`src/design/bfa_pkg.sv`:
```
package bfa_pkg;

  localparam int unsigned MaxFramesDefault = 4096;
  localparam int unsigned WordBits   = 32;
  localparam int unsigned BitSelW    = 5;
  localparam int unsigned FrameW     = 13;
  localparam int unsigned CountW     = 13;
  localparam int unsigned FrameShift = 12;
  localparam logic [CountW-1:0] CountMax   = '1;
  localparam logic [FrameW-1:0] TotalReset = 13'd4096;

  typedef enum logic [2:0] {
    KIND_BEGIN   = 3'd0,
    KIND_RELEASE = 3'd1,
    KIND_RESERVE = 3'd2,
    KIND_FINISH  = 3'd3,
    KIND_ALLOC   = 3'd4,
    KIND_FREE    = 3'd5,
    KIND_QUERY   = 3'd6,
    KIND_NOP     = 3'd7
  } kind_e;

  typedef enum logic [2:0] {
    STS_OK        = 3'd0,
    STS_NOT_READY = 3'd1,
    STS_BAD_ADDR  = 3'd2,
    STS_NOT_ALLOC = 3'd3,
    STS_NO_MEM    = 3'd4
  } status_e;

  typedef enum logic [2:0] {
    B_IDLE,
    B_MOD,
    B_READ,
    B_CHECK,
    B_DONE
  } back_state_e;

  // Classified command. For free and query, first holds the frame number.
  typedef struct packed {
    kind_e             kind;
    logic [FrameW-1:0] first;
    logic [FrameW-1:0] last;
    logic              skip;
    logic              beyond;
    logic              misaligned;
  } cmd_t;

  // Counter increment that sticks at the top value.
  function automatic logic [CountW-1:0] sat_add(logic [CountW-1:0] a, logic [BitSelW:0] k);
    logic [CountW:0] s;
    s = {1'b0, a} + (CountW+1)'(k);
    return s[CountW] ? CountMax : s[CountW-1:0];
  endfunction

  // Counter decrement that sticks at zero.
  function automatic logic [CountW-1:0] sat_sub(logic [CountW-1:0] a, logic [BitSelW:0] k);
    logic [CountW-1:0] kk;
    kk = CountW'(k);
    return (a > kk) ? (a - kk) : '0;
  endfunction

endpackage

```
`src/design/bfa_front.sv`:
```
module bfa_front (
  input  logic                       in_valid_i,
  output logic                       in_ready_o,
  input  logic [2:0]                 kind_i,
  input  logic [31:0]                address_i,
  input  logic [32:0]                range_length_i,
  input  logic [bfa_pkg::FrameW-1:0] tot_i,
  input  logic                       q_full_i,
  output logic                       push_o,
  output bfa_pkg::cmd_t              cmd_o
);
  import bfa_pkg::*;

  localparam int unsigned SumW = 35;
  localparam int unsigned PageW = SumW - FrameShift;
  localparam logic [SumW-1:0] PageRound = SumW'((1 << FrameShift) - 1);

  logic [SumW-1:0]  addr_w, end_w;
  logic [PageW-1:0] first, last, last_c, tot_w, frame_no;

  assign in_ready_o = !q_full_i;
  assign push_o     = in_valid_i && !q_full_i;

  // Range rounding, clamping and address checks.
  always_comb begin
    addr_w   = SumW'(address_i);
    end_w    = addr_w + SumW'(range_length_i);
    tot_w    = PageW'(tot_i);
    frame_no = PageW'(address_i >> FrameShift);
    if (kind_e'(kind_i) == KIND_RELEASE) begin
      first = PageW'((addr_w + PageRound) >> FrameShift);
      last  = PageW'(end_w >> FrameShift);
    end else begin
      first = PageW'(addr_w >> FrameShift);
      last  = PageW'((end_w + PageRound) >> FrameShift);
    end
    last_c = (last > tot_w) ? tot_w : last;

    cmd_o.kind       = kind_e'(kind_i);
    cmd_o.skip       = (first >= tot_w) || (first >= last_c);
    cmd_o.last       = FrameW'(last_c);
    cmd_o.beyond     = (frame_no >= tot_w);
    cmd_o.misaligned = |address_i[FrameShift-1:0];
    if (kind_e'(kind_i) == KIND_RELEASE || kind_e'(kind_i) == KIND_RESERVE) begin
      cmd_o.first = FrameW'(first);
    end else begin
      cmd_o.first = FrameW'(frame_no);
    end
  end

endmodule

```
`config.mk`:
```
export PLATFORM = sky130hd
export DESIGN_NAME = bfa_front
export DESIGN_NICKNAME = d
export VERILOG_FILES = /design/src/design/bfa_pkg.sv /design/src/design/bfa_front.sv
export SDC_FILE = /design/constraint.sdc
export NUM_CORES = 1
export LEC_CHECK = 0
export BUFFER_PORTS_ARGS = -buffer_cell sky130_fd_sc_hd__buf_2
export CORE_MARGIN = 1
export CORE_UTILIZATION = 61
export DETAILED_ROUTE_END_ITERATION = 10
export MAX_ROUTING_LAYER = met4
export PLACE_DENSITY = 0.91
export SLEW_MARGIN = 15
export SYNTH_ARGS = -nofsm -noshare
export SYNTH_HDL_FRONTEND = slang
export SYNTH_SLANG_ARGS = --single-unit
```
`constraint.sdc`:
```
create_clock -name vclk -period 18.7
set_input_delay 0.935 -clock vclk [all_inputs]
set_output_delay 0.935 -clock vclk [all_outputs]
set_load 0.01 [all_outputs]
```
==> run summary, run 1 <==
Status: completed
Top Ports: 117
Seq_cells: 0
Hold path depth: 2
Crit path time final: 9.18 ns
GPL Wtd Cong: 1.02
Slowest stage delay, CP: 0.60 ns
Largest fanout on the critical path: 25
Vias in the first global route: 4319
PostCTS Resize Cnt: 0
Initial antenna violation count: 0
Startpoint types: input port
Hold Path End: cmd_o[31]
Cell Area, Synth: 4300 µm²
Hold Slack: 2.07 ns
PortBufs: 117
Setup TNS: 0 ns
WL final: 11500 µm
Drt via density: 6.11
Library cells used by synthesis: 69
Buf/Inv on CP: 3
Maximum clock frequency: 109 MHz
Critical path's top delay family: compound AO/OA/AOI/OAI gates
Core ar.: 6790 µm²
# setup viols final: 0
Post-CTS Hold Buffers: 0
Post-layout nets: 848
DR vias: 4683
VDD IR max: 0.0000184 V
Area grow syn2layout: 15.5%
Die area: 7390 µm²
Die width: 86.0 µm
Initial core utilization: 63.3%
Cells after Synth: 558
Setup Crit Path Kind: input port to output port
Final worst-path cycle share: 49.1%
Worst EP required: 17.77 ns
Layout cells sized above 1: 21.3%
RSZ-0062 raised after global routing: false
Max cap viols: 0
Post-CTS setup buffer count: 0
Hold_sp: kind_i[2]
DRC Markers: 0
Leakage: 0.00233 µW
ANT nets after route: 0
Final Hold Viols: 0
Syn. warnings: 0
HPWL Detailed: 10100 µm
Total GRT Usage: 31.2%
Min-delay worst type: input port to output port
Avg Inst Size Synth: 7.71 µm²
CP endpoint kind: output port
Sequential cell area: 0 µm²
WP depth: 33
Worst slew pin tran: 0.818 ns
FP Rows: 30
Largest net degree at the start of global routing: 26
Pwr per Cell Area: 33.1 nW/µm²
DR WL/cell: 15.0 µm
Clock buffer count: 0
Gr ovfl total: 0
CP arrival: 8.24 ns
Initial DRC count: 207
Max-slew headroom: 45.1%
Initial DRT Pass Iterations: 5
Slowest CP cell: a2111oi_4
First-pass GRT wire length: 18900 µm
Sequential area share after synthesis: 0%
Die height: 86.0 µm
Slew Limit Fails: 0
Ant. Diodes: 0
[cells in the final DEF, fill, tap and decap left out, drive strengths merged, types with 3 or more instances in the layout]
cell,n
conb,8
nor2,32
or2,3
xor2,20
mux2,13
nand2b,10
nand3,19
a21oi,45
a21o,20
o21a,7
o21ai,28
a221oi,3
a31oi,6
nor2b,6
o31ai,3
mux2i,14
a211o,4
nor3b,4
o2111ai,3
a2111oi,7
inv,21
o211ai,9
nand2,46
nor3,8
nor4,8
buf,118
nand4,14
a211oi,11
ha,92
xnor2,45
and3,8
a221o,3
and2,5
[where the power goes]
part / internal (µW) / switching (µW)
Clock: 0 / 0
Sequential: 0 / 0
Combinational: 68.3 / 96.3
Total: 68.3 / 96.3
[synthesized netlist by cell type (3+ instances only)]
cell / count / area, µm²
mux2_1: 3 / 33.8
nand2_1: 46 / 173
o21a_1: 7 / 52.6
ha_1: 92 / 1150
o211ai_1: 9 / 67.6
nor2b_1: 6 / 37.5
nor3_1: 7 / 35.0
nor3b_1: 4 / 30.0
a211o_1: 4 / 35.0
o31ai_1: 3 / 22.5
inv_1: 21 / 78.8
xor2_1: 20 / 175
a21oi_1: 43 / 215
mux2i_1: 14 / 140
and2_1: 5 / 31.3
a221o_1: 3 / 30.0
a21o_1: 20 / 150
mux2_2: 3 / 33.8
nor4_1: 7 / 43.8
buf_4: 4 / 30.0
and3_1: 7 / 43.8
o21ai_1: 8 / 40.0
nand4_1: 14 / 87.6
nand2b_1: 10 / 62.6
clkbuf_1: 8 / 30.0
a2111oi_0: 4 / 35.0
a31oi_1: 6 / 37.5
o21ai_0: 20 / 100
nand3_1: 18 / 90.1
a211oi_1: 8 / 60.1
mux2_4: 7 / 105
a211oi_2: 3 / 37.5
xnor2_1: 45 / 394
nor2_1: 32 / 120
o2111ai_1: 3 / 26.3
[per-layer routing]
metal | up-vias | global-route usage (%) | routed length [µm]
li1 | 2335 | - | -
met1 | 2187 | 39.8 | 5110
met2 | 145 | 55.8 | 5690
met3 | 16 | 0.962 | 512
met4 | 0 | 4.09 | 155
met5 | - | - | 0
[through the flow]
stage                     util (%)  setup WS, ns  cells  power [µW]  cell area (µm²)
after global placement        73.2          9.87    766         155             4970
after global routing          73.2          8.79    766         182             4970
after detailed placement      73.2          9.66    766         162             4970
after floorplan                  -         10.48    565         117             4330
after CTS                     73.2          9.60    766         163             4970
final                         73.2          9.52    766         165             4970
[worst max-delay path by stage]
stage                       startpoint       end  slack [ns]
after detailed placement  address_i[0]  cmd_o[2]        9.66
after global placement    address_i[0]  cmd_o[2]        9.87
final                     address_i[0]  cmd_o[2]        9.52
after floorplan           address_i[0]  cmd_o[2]       10.48
after CTS                 address_i[0]  cmd_o[2]        9.60
after global routing      address_i[0]  cmd_o[2]        8.79
[area by class of cell]
cell class | instances | area [µm²]
Multi-Input combinational cell | 531 | 4180
Fill cell | 580 | 1820
Timing Repair Buffer | 118 | 593
Tap cell | 96 | 120
Inverter | 21 | 78.8
[logic make-up (layout without fill, tap and decap cells)]
logic type / Yosys count / count (layout) / synth area share, %
other cells: 1 / 8 / 0.0872
fa+ha+maj: 93 / 93 / 27.2
mux: 27 / 27 / 7.27
xor+xnor: 65 / 65 / 13.2
buf+inv: 34 / 139 / 3.49
compound gates: 163 / 163 / 27.0
simple gates: 175 / 175 / 21.7
Power figures use the tool's default switching activity.
==> inputs of run 2 (changes only) <==
--- a/config.mk
+++ b/config.mk
@@ -7,10 +7,10 @@
 export LEC_CHECK = 0
 export BUFFER_PORTS_ARGS = -buffer_cell sky130_fd_sc_hd__buf_2
 export CORE_MARGIN = 1
-export CORE_UTILIZATION = 61
+export CORE_UTILIZATION = 51
 export DETAILED_ROUTE_END_ITERATION = 10
 export MAX_ROUTING_LAYER = met4
-export PLACE_DENSITY = 0.91
+export PLACE_DENSITY = 0.81
 export SLEW_MARGIN = 15
 export SYNTH_ARGS = -nofsm -noshare
 export SYNTH_HDL_FRONTEND = slang
==> constraint.sdc (replaced) <==
create_clock -name vclk -period 7.6
set_input_delay 0.38 -clock vclk [all_inputs]
set_output_delay 0.38 -clock vclk [all_outputs]
set_load 0.01 [all_outputs]
==> run 2 against run 1 <==
Against the previous run:
- count of clock-buffer cells in the layout is the same
- final cell count increased by 4.8%
- first-iteration DRC count increased by 5.8%
- cell area grew 8.1%
- non-clock buffer count is 28 higher
- die area up 19%
==> run summary, run 2 (synthesis results as in run 1) <==
Initial core utilization: 52.6% (-11 points)
Die height: 93.9 µm (+9.2%)
Largest fanout on the critical path: 7 (-72%)
Sequential cell area: 0 µm² (unchanged)
Min-delay worst type: input port to output port
RSZ-0062 raised after global routing: true
# setup viols final: 0 (unchanged)
ANT nets after route: 0 (unchanged)
Pwr per Cell Area: 88.0 nW/µm² (+170%)
Clock power frac: 0% (unchanged)
First-pass GRT wire length: 21300 µm (+13%)
GPL Wtd Cong: 0.932 (-8.7%)
Clock buffer count: 0 (unchanged)
Crit path time final: 7.45 ns
DR vias: 4995 (+6.7%)
Max-slew headroom: 55.8% (+11 points)
Register share of total power: 0% (unchanged)
Power Total: 473 µW (+190%)
Slowest CP cell: a2111oi_4
DR WL/cell: 16.7 µm (+11%)
Vias in the first global route: 4733 (+9.6%)
Post-layout nets: 876 (+3.3%)
Comb power frac: 100.0% (about the same)
Initial DRT Pass Iterations: 5 (unchanged)
PortBufs: 117 (unchanged)
HPWL Detailed: 11000 µm (+9.7%)
Maximum clock frequency: 134 MHz
Area grow syn2layout: 24.9%
Top Ports: 117 (unchanged)
Final WS setup: 0.147 ns (-9.38 ns)
Core ar.: 8180 µm² (+20%)
WL final: 13400 µm (+17%)
Final worst-path cycle share: 98.1%
Die area: 8810 µm² (+19%)
DRC Markers: 0 (unchanged)
VDD IR max: 0.0000458 V (+150%)
Slowest stage delay, CP: 0.50 ns (-0.10 ns)
Die width: 93.9 µm (+9.2%)
Net Sw Frac: 56.5% (-2.0 points)
Worst slew pin tran: 0.659 ns (-0.159 ns)
Status: completed
Max cap viols: 0 (unchanged)
Fillers: 708 (+22%)
Initial DRC count: 219 (+5.8%)
Largest net degree at the start of global routing: 11 (-58%)
Startpoint types: input port
FP Rows: 33 (+10%)
Area of the multi-input gates: 4340 µm² (+3.9%)
Worst EP required: 7.22 ns (-10.55 ns)
Int Power: 206 µW (+200%)
Ant. Diodes: 0 (unchanged)
Total GRT Usage: 30.1% (-1.1 points)
Initial antenna violation count: 0 (unchanged)
P_sw: 267 µW (+180%)
Layout cells sized above 1: 27.8% (+6.5 points)
Seq_cells: 0 (unchanged)
Most frequent cells in the layout: buf_2, ha_1, nand2_1, xnor2_1, a21oi_1
Leakage: 0.00250 µW (+7.3%)
CP arrival: 7.07 ns (-1.17 ns)
Gr ovfl total: 0 (unchanged)
Slew Limit Fails: 0 (unchanged)
Dpl ws: -0.258 ns (-9.92 ns)
CP endpoint kind: output port
Final Hold Viols: 0 (unchanged)
Drt via density: 6.22 (+1.7%)
Commonest non-fill, non-tap cell in the layout: buf_2
Setup Crit Path Kind: input port to output port
[run 2: cell count changes in the layout (fill, tap and decap cells not counted), moves of 3 or more]
cell	before	now
o21ai_0	20	17
o21ai_1	8	11
nor2_1	32	29
a2111oi_0	4	1
buf_6	0	3
nor2_2	0	3
ha_1	92	88
buf_4	1	28
[run 2: cell type report]
class | instances | share of cell area (%)
Tap cell | 105 | 2.45
Inverter | 21 | 1.47
Multi-Input combinational cell | 531 | 80.8
Timing Repair Buffer | 146 | 15.3
[run 2: what timing repair did]
item,in CTS,in global routing
setup buffers,4,12
resized for setup,9,30
endpoints found under the hold margin,0,0
setup endpoints to repair,1,1
pin swaps,7,27
hold buffers,0,0
[run 2: path summary, 6_finish.rpt]
path         startpoint         to  slack [ns]  depth (start not counted)
min           kind_i[0]  cmd_o[29]        0.96                          2
max   range_length_i[0]   cmd_o[2]        0.15                         33
[run 2: power groups by stage]
stage	clock network (µW)	logic [µW]	registers (µW)
after detailed placement	0	413	0
after floorplan	0	287	0
final	0	473	0
after CTS	0	425	0
after global routing	0	516	0
after global placement	0	398	0
[run 2: critical path: cells and delay by family]
family,cells,cell delay (ns)
mux,1,0.28
fa+ha+maj,4,0.98
buf+inv,3,0.45
compound gates,17,3.49
xor+xnor,1,0.40
simple gates,7,1.06
[run 2: metal layers]
metal / track usage (%) / wire length (µm) / vias to the layer above
met1: 35.9 / 5480 / 2319
li1: - / - / 2397
met2: 55.9 / 6630 / 222
met5: - / 0 / -
met3: 1.29 / 777 / 57
met4: 6.15 / 488 / 0
[run 2: metrics by stage]
step	utilization [%]	hold slack, ns	cells	TNS [ns]	area [µm²]
detailed placement	62.0	0.960	787	-0.258	5070
global route	65.7	0.962	803	-0.166	5370
CTS	63.0	0.960	791	0	5150
floorplan	-	0.804	565	0	4330
global placement	62.0	0.955	787	0	5070
finish	65.7	0.957	803	0	5370
