## config.mk

```make
export PLATFORM = sky130hd
export DESIGN_NAME = bfa_queue
export DESIGN_NICKNAME = d
export VERILOG_FILES = /design/src/design/bfa_pkg.sv /design/src/design/bfa_queue.sv
export SDC_FILE = /design/constraint.sdc
export NUM_CORES = 1
export LEC_CHECK = 0
export BUFFER_PORTS_ARGS = -buffer_cell sky130_fd_sc_hd__buf_2
export CAP_MARGIN = 10
export CORE_MARGIN = 4
export CORE_UTILIZATION = 47
export DETAILED_ROUTE_END_ITERATION = 8
export PLACE_DENSITY = 0.77
export SETUP_SLACK_MARGIN = 0.3
export SYNTH_ARGS = -nofsm -noshare
export SYNTH_HDL_FRONTEND = slang
export SYNTH_SLANG_ARGS = --single-unit
```

## constraint.sdc

```tcl
create_clock -name clk_i -period 1.75 [get_ports clk_i]
set_clock_uncertainty 0.2 [all_clocks]
set_input_delay 0.4375 -clock clk_i [delete_from_list [all_inputs] [get_ports clk_i]]
set_output_delay 0.4375 -clock clk_i [all_outputs]
set_load 0.1 [all_outputs]
```

## src/design/bfa_pkg.sv

```systemverilog
package bfa_pkg;

  localparam int unsigned MaxFramesDefault = 4096;
  localparam int unsigned WordBits   = 32;
  localparam int unsigned BitSelW    = 5;
  localparam int unsigned FrameW     = 13;
  localparam int unsigned CountW     = 13;
  localparam int unsigned FrameShift = 12;
  localparam logic [CountW-1:0] CountMax   = '1;
  localparam logic [FrameW-1:0] TotalReset = 13'd4096;

  typedef enum logic [2:0] {
    KIND_BEGIN   = 3'd0,
    KIND_RELEASE = 3'd1,
    KIND_RESERVE = 3'd2,
    KIND_FINISH  = 3'd3,
    KIND_ALLOC   = 3'd4,
    KIND_FREE    = 3'd5,
    KIND_QUERY   = 3'd6,
    KIND_NOP     = 3'd7
  } kind_e;

  typedef enum logic [2:0] {
    STS_OK        = 3'd0,
    STS_NOT_READY = 3'd1,
    STS_BAD_ADDR  = 3'd2,
    STS_NOT_ALLOC = 3'd3,
    STS_NO_MEM    = 3'd4
  } status_e;

  typedef enum logic [2:0] {
    B_IDLE,
    B_MOD,
    B_READ,
    B_CHECK,
    B_DONE
  } back_state_e;

  // Classified command. For free and query, first holds the frame number.
  typedef struct packed {
    kind_e             kind;
    logic [FrameW-1:0] first;
    logic [FrameW-1:0] last;
    logic              skip;
    logic              beyond;
    logic              misaligned;
  } cmd_t;

  // Counter increment that sticks at the top value.
  function automatic logic [CountW-1:0] sat_add(logic [CountW-1:0] a, logic [BitSelW:0] k);
    logic [CountW:0] s;
    s = {1'b0, a} + (CountW+1)'(k);
    return s[CountW] ? CountMax : s[CountW-1:0];
  endfunction

  // Counter decrement that sticks at zero.
  function automatic logic [CountW-1:0] sat_sub(logic [CountW-1:0] a, logic [BitSelW:0] k);
    logic [CountW-1:0] kk;
    kk = CountW'(k);
    return (a > kk) ? (a - kk) : '0;
  endfunction

endpackage

```

## src/design/bfa_queue.sv

```systemverilog
module bfa_queue (
  input  logic          clk_i,
  input  logic          rst_ni,
  input  logic          push_i,
  input  bfa_pkg::cmd_t data_i,
  output logic          full_o,
  input  logic          pop_i,
  output logic          valid_o,
  output bfa_pkg::cmd_t data_o
);
  import bfa_pkg::*;

  cmd_t       entry_q [2];
  logic       wptr_q, wptr_d;
  logic       rptr_q, rptr_d;
  logic [1:0] count_q, count_d;

  // Pointer and fill bookkeeping.
  always_comb begin
    wptr_d  = wptr_q ^ push_i;
    rptr_d  = rptr_q ^ pop_i;
    count_d = count_q + 2'(push_i) - 2'(pop_i);
  end

  always_ff @(posedge clk_i or negedge rst_ni) begin
    if (!rst_ni) begin
      wptr_q  <= 1'b0;
      rptr_q  <= 1'b0;
      count_q <= 2'd0;
    end else begin
      wptr_q  <= wptr_d;
      rptr_q  <= rptr_d;
      count_q <= count_d;
    end
  end

  // Entry storage needs no reset.
  always_ff @(posedge clk_i) begin
    if (push_i) begin
      entry_q[wptr_q] <= data_i;
    end
  end

  assign full_o  = count_q[1];
  assign valid_o = (count_q != 2'd0);
  assign data_o  = entry_q[rptr_q];

endmodule

```

==> results.cfg, run 1 <==
[setup_path]
cp_top_family = flip-flops
startpoint = rptr_q
slowest_delay_ps = 450
crit_chain = buf_4 -> mux2_4 -> buf_12
end_kind = output port
required_ps = 1110
crit_path_max_fanout = 5
cp.arrival_ps = 1460
crit_path_top_delay_cell = dfrtp_2
r2r_start = count_q[0]
critPathLaunchType = flop
worstSetupPathType = flop to output port
cp_num_buf_inv = 2

[placement]
dp_cells = 261
finalWeightedCongestion = 0.6604
port_buffers = 69
hpwl_um = 3495
place_worst_setup_slack_ps = -43.32

[sta]
maxSlewViolCount = 0
worst_pin_slew_ps = 158.6
hold_violations = 0
finalSetupTns_ps = -10710
setup_viol = 33
fmax_mhz = 476.8
fin_crit_sh = 1.198
rsz0062_at_grt = true
slew_headroom = 0.8943
worst_slack_ps = -347.1
period_needed_ps = 2097

[finish]
area_growth_pct = 47.63
multi_input_area_um2 = 599.3
mostFrequentLayoutCell = edfxtp_1
layout.nets = 243
n_fill_cell = 337
seq_area_um2 = 2027
utilization = 0.7148
n_antenna_cell = 0
instances_no_fill = 280
layout.cells.most_common_list = edfxtp_1 (64), buf_12 (37), buf_2 (35)
drive_above_1_share = 0.6298

[hold_path]
worst_hold_startpoint = data_i[2]
hold_class = primary input to flop

[cts]
path_clk_slew_ps = 70
clock_path_buffers = 2
cts_tree = yes
numClockSinks = 68
htree_levels = 3
numCtsBuffers = 9
clockRootBuffer = clkbuf_8
clk_latency_ps = 340

[logic_synthesis]
synth_top_area_share = 0.7208
ys_seq_elements = 68
synthDistinctLibCells = 11
synthTopCellsByArea = edfxtp_1 (72%), mux2_4 (16%), dfrtp_1 (3.8%), buf_12 (2.3%), ha_1 (1.9%)
syn_area_um2 = 2666
yosysSeqAreaShare = 0.7583
yosysWarnings = 0
syn_area_per_cell_um2 = 23.19
synthCells = 115
syn_nets = 155
synth_area_leader_cell = edfxtp_1

[global_route]
grt_max_degree = 22
grt_pass1_wl_um = 7431
grt_use_total = 0.1466
grt_pass1_vias = 1477
antenna_found_initial = 0
grt-ovfl-total = 0

[route]
wl_met1_um = 1839
wl_per_cell_um = 16.94
top_layer_used = met4
first_pass_iters = 4
drtIter0Drc = 61
wirelength_um = 4744
ant_nets = 0
wl_met3_um = 250
route.met2.wl_um = 2514
num_vias = 1330
avgViaCountPerCell = 4.750
drc = 0

[die]
io_pins = 70
dieHeight_um = 83.32
dieWidth_um = 83.32
initial_core_util = 0.4842
coreArea_um2 = 5507
dieArea_um2 = 6942
rows = 27

[status]
violations = setup timing
status = complete, but fails checks

[run]
drv_cap = 0
## state kept, by name (all words and copies together) (netlist names)
register / flops
rptr_q: 1
count_q: 2
wptr_q: 1
entry_q: 64
## area by class of cell
| class | count | area share |
|---|---|---|
| tap | 72 | 0.02289 |
| multi-input combinational | 39 | 0.1523 |
| sequential | 68 | 0.5149 |
| clock inverter | 5 | 0.01939 |
| inverter | 4 | 0.003814 |
| timing repair buffer | 81 | 0.2533 |
| clock buffer | 11 | 0.03338 |
## kinds of logic after synthesis
group,Yosys count,share of synthesized area
adders and majority gates,4,0.01877
muxes,32,0.1760
xor gates and xnor gates,2,0.01220
and+or+nand+nor,1,0.002348
DFF,68,0.7583
buffers and inverters,8,0.03238
## routing by layer
| layer | global-route usage | vias up |
|---|---|---|
| met5 | 0 | - |
| met2 | 0.2507 | 49 |
| li1 | - | 623 |
| met3 | 0.04365 | 12 |
| met1 | 0.1572 | 646 |
| met4 | 0.09361 | 0 |
## per-stage QoR
step                      hold slack (ps)  area [um^2]
final                               77.05         3936
after global routing                67.85         3936
after CTS                           63.16         3926
after detailed placement            54.70         3651
after global placement              52.10         3651
after floorplan                    -58.09         2698
## final timing paths
check / endpoint / slack (ps) / cells past startpoint
max: data_o[6] / -350 / 3
min: entry_q[0][2] / 80 / 1
max reg2reg: count_q[1] / 240 / 5
min reg2reg: wptr_q / 490 / 3
max in group asynchronous: count_q[1] / 970 / 2
min in group asynchronous: count_q[0] / 240 / 2
## what timing repair did
item                                    CTS  global route
resized for setup                        13             1
buffers inserted                          1             1
hold endpoints to repair                  4             0
hold buffers                              1             0
pin swaps                                 1             2
endpoints found under the setup margin   34            34
## cell usage after synthesis
master    number
ha_1           4
xor3_1         1
mux2_2         3
dfrtp_1        4
or2_2          1
inv_1          4
xor2_1         1
mux2_4        29
edfxtp_1      64
buf_12         3
buf_6          1
Power of run 1 is left out: the tool's default activity adds up to more than one toggle a clock period on the data nets, which glitch-free logic cannot reach.
==> run 2, diff against run 1 <==
- CORE_ASPECT_RATIO: default -> 1.4
- CORE_MARGIN: 4 -> default
==> run 2 against run 1 <==
Net effect:
- die area down 14%
- wire length down 13%
- register-to-register slack better by 130 ps
- first-iteration DRC count shrank 6.6%
- highest routed layer unchanged
- cell area fell by 0.64%
- worst hold slack improved by 12 ps
- the flow still finishes with violations (setup timing)
==> results.cfg, run 2 (synthesized netlist as in run 1, its figures left out) <==
[route]
wirelength_um = 4118
first_pass_iters = 4
num_vias = 1320
avgViaCountPerCell = 4.835
ant_nets = 0
drtIter0Drc = 57
wl_per_cell_um = 15.08
drc = 0

[setup_path]
crit_path_max_fanout = 14
rrSetupSlack_ps = 370
required_ps = 1110
cp.arrival_ps = 1460
end_kind = output port
cp_num_buf_inv = 2
worstSetupPathType = flop to output port
slowest_delay_ps = 410
crit_chain = buf_12 -> mux2_2 -> buf_12
crit_path_top_delay_cell = dfrtp_2
crit_path_frequent_cell = buf_12
rr_endpoint = count_q[1]
r2r_cells = 3
r2r_start = count_q[1]
critPathLaunchType = flop
startpoint = rptr_q
cp_top_family = flip-flops

[sta]
rsz0062_at_grt = true
fmax_mhz = 476.4
setup_viol = 33
worst_pin_slew_ps = 203.1
fin_crit_sh = 1.199
slew_headroom = 0.8646
worst_slack_ps = -348.9
period_needed_ps = 2099
hold_violations = 0
maxSlewViolCount = 0

[die]
dieHeight_um = 91.12
initial_core_util = 0.4861
io_pins = 70
dieWidth_um = 65.66
rows = 32
coreArea_um2 = 5485
dieArea_um2 = 5982

[finish]
n_fill_cell = 323
multi_input_area_um2 = 589.3
layout.nets = 240
drive_above_1_share = 0.6195
mostFrequentLayoutCell = edfxtp_1
largest-register = entry_q
n_antenna_cell = 0
layout.cells.most_common_list = edfxtp_1 (64), buf_12 (40), buf_2 (35)
seq_area_um2 = 2027
area_growth_pct = 46.69
largest_reg_flops = 64
top_regs = entry_q (64), count_q (2)
instances_no_fill = 273

[cts]
clk_latency_ps = 330
numClockSinks = 68
clock_path_buffers = 2
clockRootBuffer = clkbuf_8
numCtsBuffers = 9
cts_tree = yes
path_clk_slew_ps = 70
htree_levels = 3

[status]
status = complete, but fails checks
violations = setup timing

[global_route]
grt_use_total = 0.1575
grt_pass1_wl_um = 6506
antenna_found_initial = 0
grt_pass1_vias = 1387
grt_max_degree = 20
grt-ovfl-total = 0

[hold_path]
holdPathStages = 1
worst_hold_startpoint = data_i[5]
hold_class = primary input to flop
holdPathEnd = entry_q[1][5]

[placement]
dp_cells = 255
hpwl_um = 2915
port_buffers = 69
finalWeightedCongestion = 0.6512

[run]
drv_cap = 0
-- run 2: routing by layer --
layer / up-vias / global-route usage / wire, um
met1: 645 / 0.1515 / 1423
met4: 0 / 0.08152 / 49
met2: 52 / 0.2823 / 2414
met3: 9 / 0.05528 / 231
met5: - / 0 / 0
li1: 614 / - / -
-- run 2: cell type report --
| type | count | area share |
|---|---|---|
| sequential | 68 | 0.5182 |
| timing repair buffer | 78 | 0.2569 |
| multi-input combinational | 39 | 0.1507 |
| clock buffer | 9 | 0.03167 |
| tap | 68 | 0.02175 |
| clock inverter | 7 | 0.01695 |
| inverter | 4 | 0.003839 |
-- run 2: worst max-delay path by stage --
stage                 end  slack, ps  cells past startpoint
6_report       data_o[31]       -350                      3
5_1_grt        data_o[31]       -400                      3
4_1_cts        data_o[31]       -370                      3
3_5_place_dp   data_o[31]         -5                      3
3_3_place_gp   data_o[25]         10                      3
2_1_floorplan  data_o[10]         50                      3
-- run 2: per-stage QoR --
step | util | setup WS [ps] | hold slack [ps] | cell area (um^2) | setup TNS (ps)
2_1_floorplan | - | 48.48 | -58.09 | 2698 | 0
3_3_place_gp | 0.6711 | 12.45 | 48.97 | 3681 | 0
3_5_place_dp | 0.6711 | -5.180 | 51.55 | 3681 | -6.655
4_1_cts | 0.7124 | -374.3 | 72.63 | 3908 | -11350
5_1_grt | 0.7130 | -402.4 | 66.53 | 3911 | -12200
6_report | 0.7130 | -348.9 | 89.26 | 3911 | -10560
-- run 2: worst reg2reg max path, cell delays in order, from the launching register on --
cell and delay (ps):
dfrtp_4 470, buf_6 130, buf_4 130, xor3_1 330
-- run 2: what timing repair did --
item / in CTS / in global routing
endpoints found under the setup margin: 34 / 34
endpoints found under the hold margin: 4 / 0
setup buffers: 1 / 0
hold buffers: 1 / 0
pin swaps: 1 / 0
resized for setup: 5 / 1
Power of run 2 is left out for the same reason.
==> run 3, diff against run 2 <==
- SETUP_SLACK_MARGIN: 0.3 -> 0.1
==> run 3 against run 2 <==
Net effect:
- the flow still finishes with violations (setup timing)
- fmax is 0.41% lower
- utilization hardly changed
- clock-buffer cell count is 1 higher
- worst setup slack lost 8.6 ps
- non-clock buffer count is 2 higher
- via count is 0.53% higher
- highest routed layer unchanged
- wire length up 3.5%
- critical endpoint is now data_o[0]
- first-iteration DRC count decreased by 70%
- die area unchanged
- cell count increased by 0.73%
- cell area about the same
- sequential share of layout area down 0.080 points
==> results.cfg, run 3 (synthesized netlist as in run 1, its figures left out) <==
[sta]
period_needed_ps = 2108
maxSlewViolCount = 0
slew_headroom = 0.8953
hold_violations = 0
worst_pin_slew_ps = 157.4
worst_slack_ps = -357.5
setup_viol = 33
rsz0062_at_grt = true
fmax_mhz = 474.5
fin_crit_sh = 1.204

[route]
first_pass_iters = 4
ant_nets = 0
wl_met3_um = 224
wl_per_cell_um = 15.51
route.met2.wl_um = 2364
top_layer_used = met4
wirelength_um = 4264
drc = 0
num_vias = 1327
avgViaCountPerCell = 4.825
wl_met1_um = 1580
drtIter0Drc = 17

[placement]
hpwl_um = 2914
dpl_cell_area_um2 = 3665
port_buffers = 69
finalWeightedCongestion = 0.6754

[die]
coreArea_um2 = 5485
dieWidth_um = 65.66
initial_core_util = 0.4861
dieHeight_um = 91.12
io_pins = 70
rows = 32
dieArea_um2 = 5982

[finish]
area_growth_pct = 46.74
seq_area_um2 = 2024
multi_input_area_um2 = 576.8
layout.nets = 242
largest-register = entry_q
fin_area_um2 = 3913
n_fill_cell = 321
drive_above_1_share = 0.6184
top_regs = entry_q (64), count_q (2)
n_antenna_cell = 0
largest_reg_flops = 64
layout.cells.most_common_list = edfxtp_1 (64), buf_12 (41), buf_2 (35)
mostFrequentLayoutCell = edfxtp_1

[global_route]
grt_pass1_vias = 1317
grt-ovfl-total = 0
grt_pass1_wl_um = 6279
antenna_found_initial = 0
grt_use_total = 0.1550
grt_max_degree = 17

[setup_path]
cp.arrival_ps = 1470
end_kind = output port
critPathLaunchType = flop
worstSetupPathType = flop to output port
crit_path_max_fanout = 12
required_ps = 1110

[cts]
numClockSinks = 68
clk_latency_ps = 330
clockRootBuffer = clkbuf_8
numCtsBuffers = 9
clock_path_buffers = 2
path_clk_slew_ps = 70
cts_tree = yes
htree_levels = 3

[status]
status = complete, but fails checks
violations = setup timing

[hold_path]
hold_class = primary input to flop

[run]
drv_cap = 0
-- run 3: changes by cell type in the layout (fill, tap and decap cells not counted), moves of 2 or more --
cell    before  now
mux2_4      30   32
buf_4        1    3
ha_4         2    0
ha_2         0    2
mux2_2       2    0
-- run 3: final timing paths --
path / depth (start not counted) / slack [ps] / from / end
setup / recovery: 3 / -360 / rptr_q / data_o[0]
setup reg to reg: 5 / 350 / count_q[0] / count_q[1]
min in group asynchronous: 2 / 240 / rst_ni / count_q[0]
hold reg to reg: 3 / 440 / wptr_q / wptr_q
max in group asynchronous: 2 / 980 / rst_ni / rptr_q
hold / removal: 1 / 90 / data_i[14] / entry_q[1][14]
-- run 3: stage by stage --
step / hold slack [ps] / setup slack, ps / setup TNS, ps / util / std cells
CTS: 71.61 / -374.9 / -11680 / 0.7089 / 273
finish: 86.72 / -357.5 / -11020 / 0.7133 / 275
floorplan: -58.09 / -98.22 / -98.22 / - / 115
detailed placement: 50.12 / -0.04130 / -0.04130 / 0.6681 / 255
global placement: 51.51 / 9.105 / 0 / 0.6681 / 255
global route: 69.85 / -397.7 / -12380 / 0.7133 / 275
-- run 3: critical path, stage by stage, from the launching register on --
cell,delay [ps]
dfrtp_2,460
buf_12,170
mux2_4,320
buf_12,170
-- run 3: repair_timing --
action | CTS | global route
setup buffers | 1 | 2
hold endpoints to repair | 4 | 0
pin swaps | 1 | 0
endpoints found under the setup margin | 34 | 33
cloned | 0 | 0
resized for setup | 7 | 2
hold buffers | 1 | 0
-- run 3: final cells by class --
type | count | area share
Sequential cell | 68 | 0.5174
Timing Repair Buffer | 80 | 0.2629
Multi-Input combinational cell | 39 | 0.1474
Clock buffer | 10 | 0.03262
Tap cell | 68 | 0.02175
Clock inverter | 6 | 0.01407
Inverter | 4 | 0.003838
-- run 3: routing by layer --
layer,GRT usage,up-vias
met2,0.2619,45
met3,0.04899,8
li1,-,618
met5,0,-
met4,0.09783,0
met1,0.1606,656
Power of run 3 is left out for the same reason.
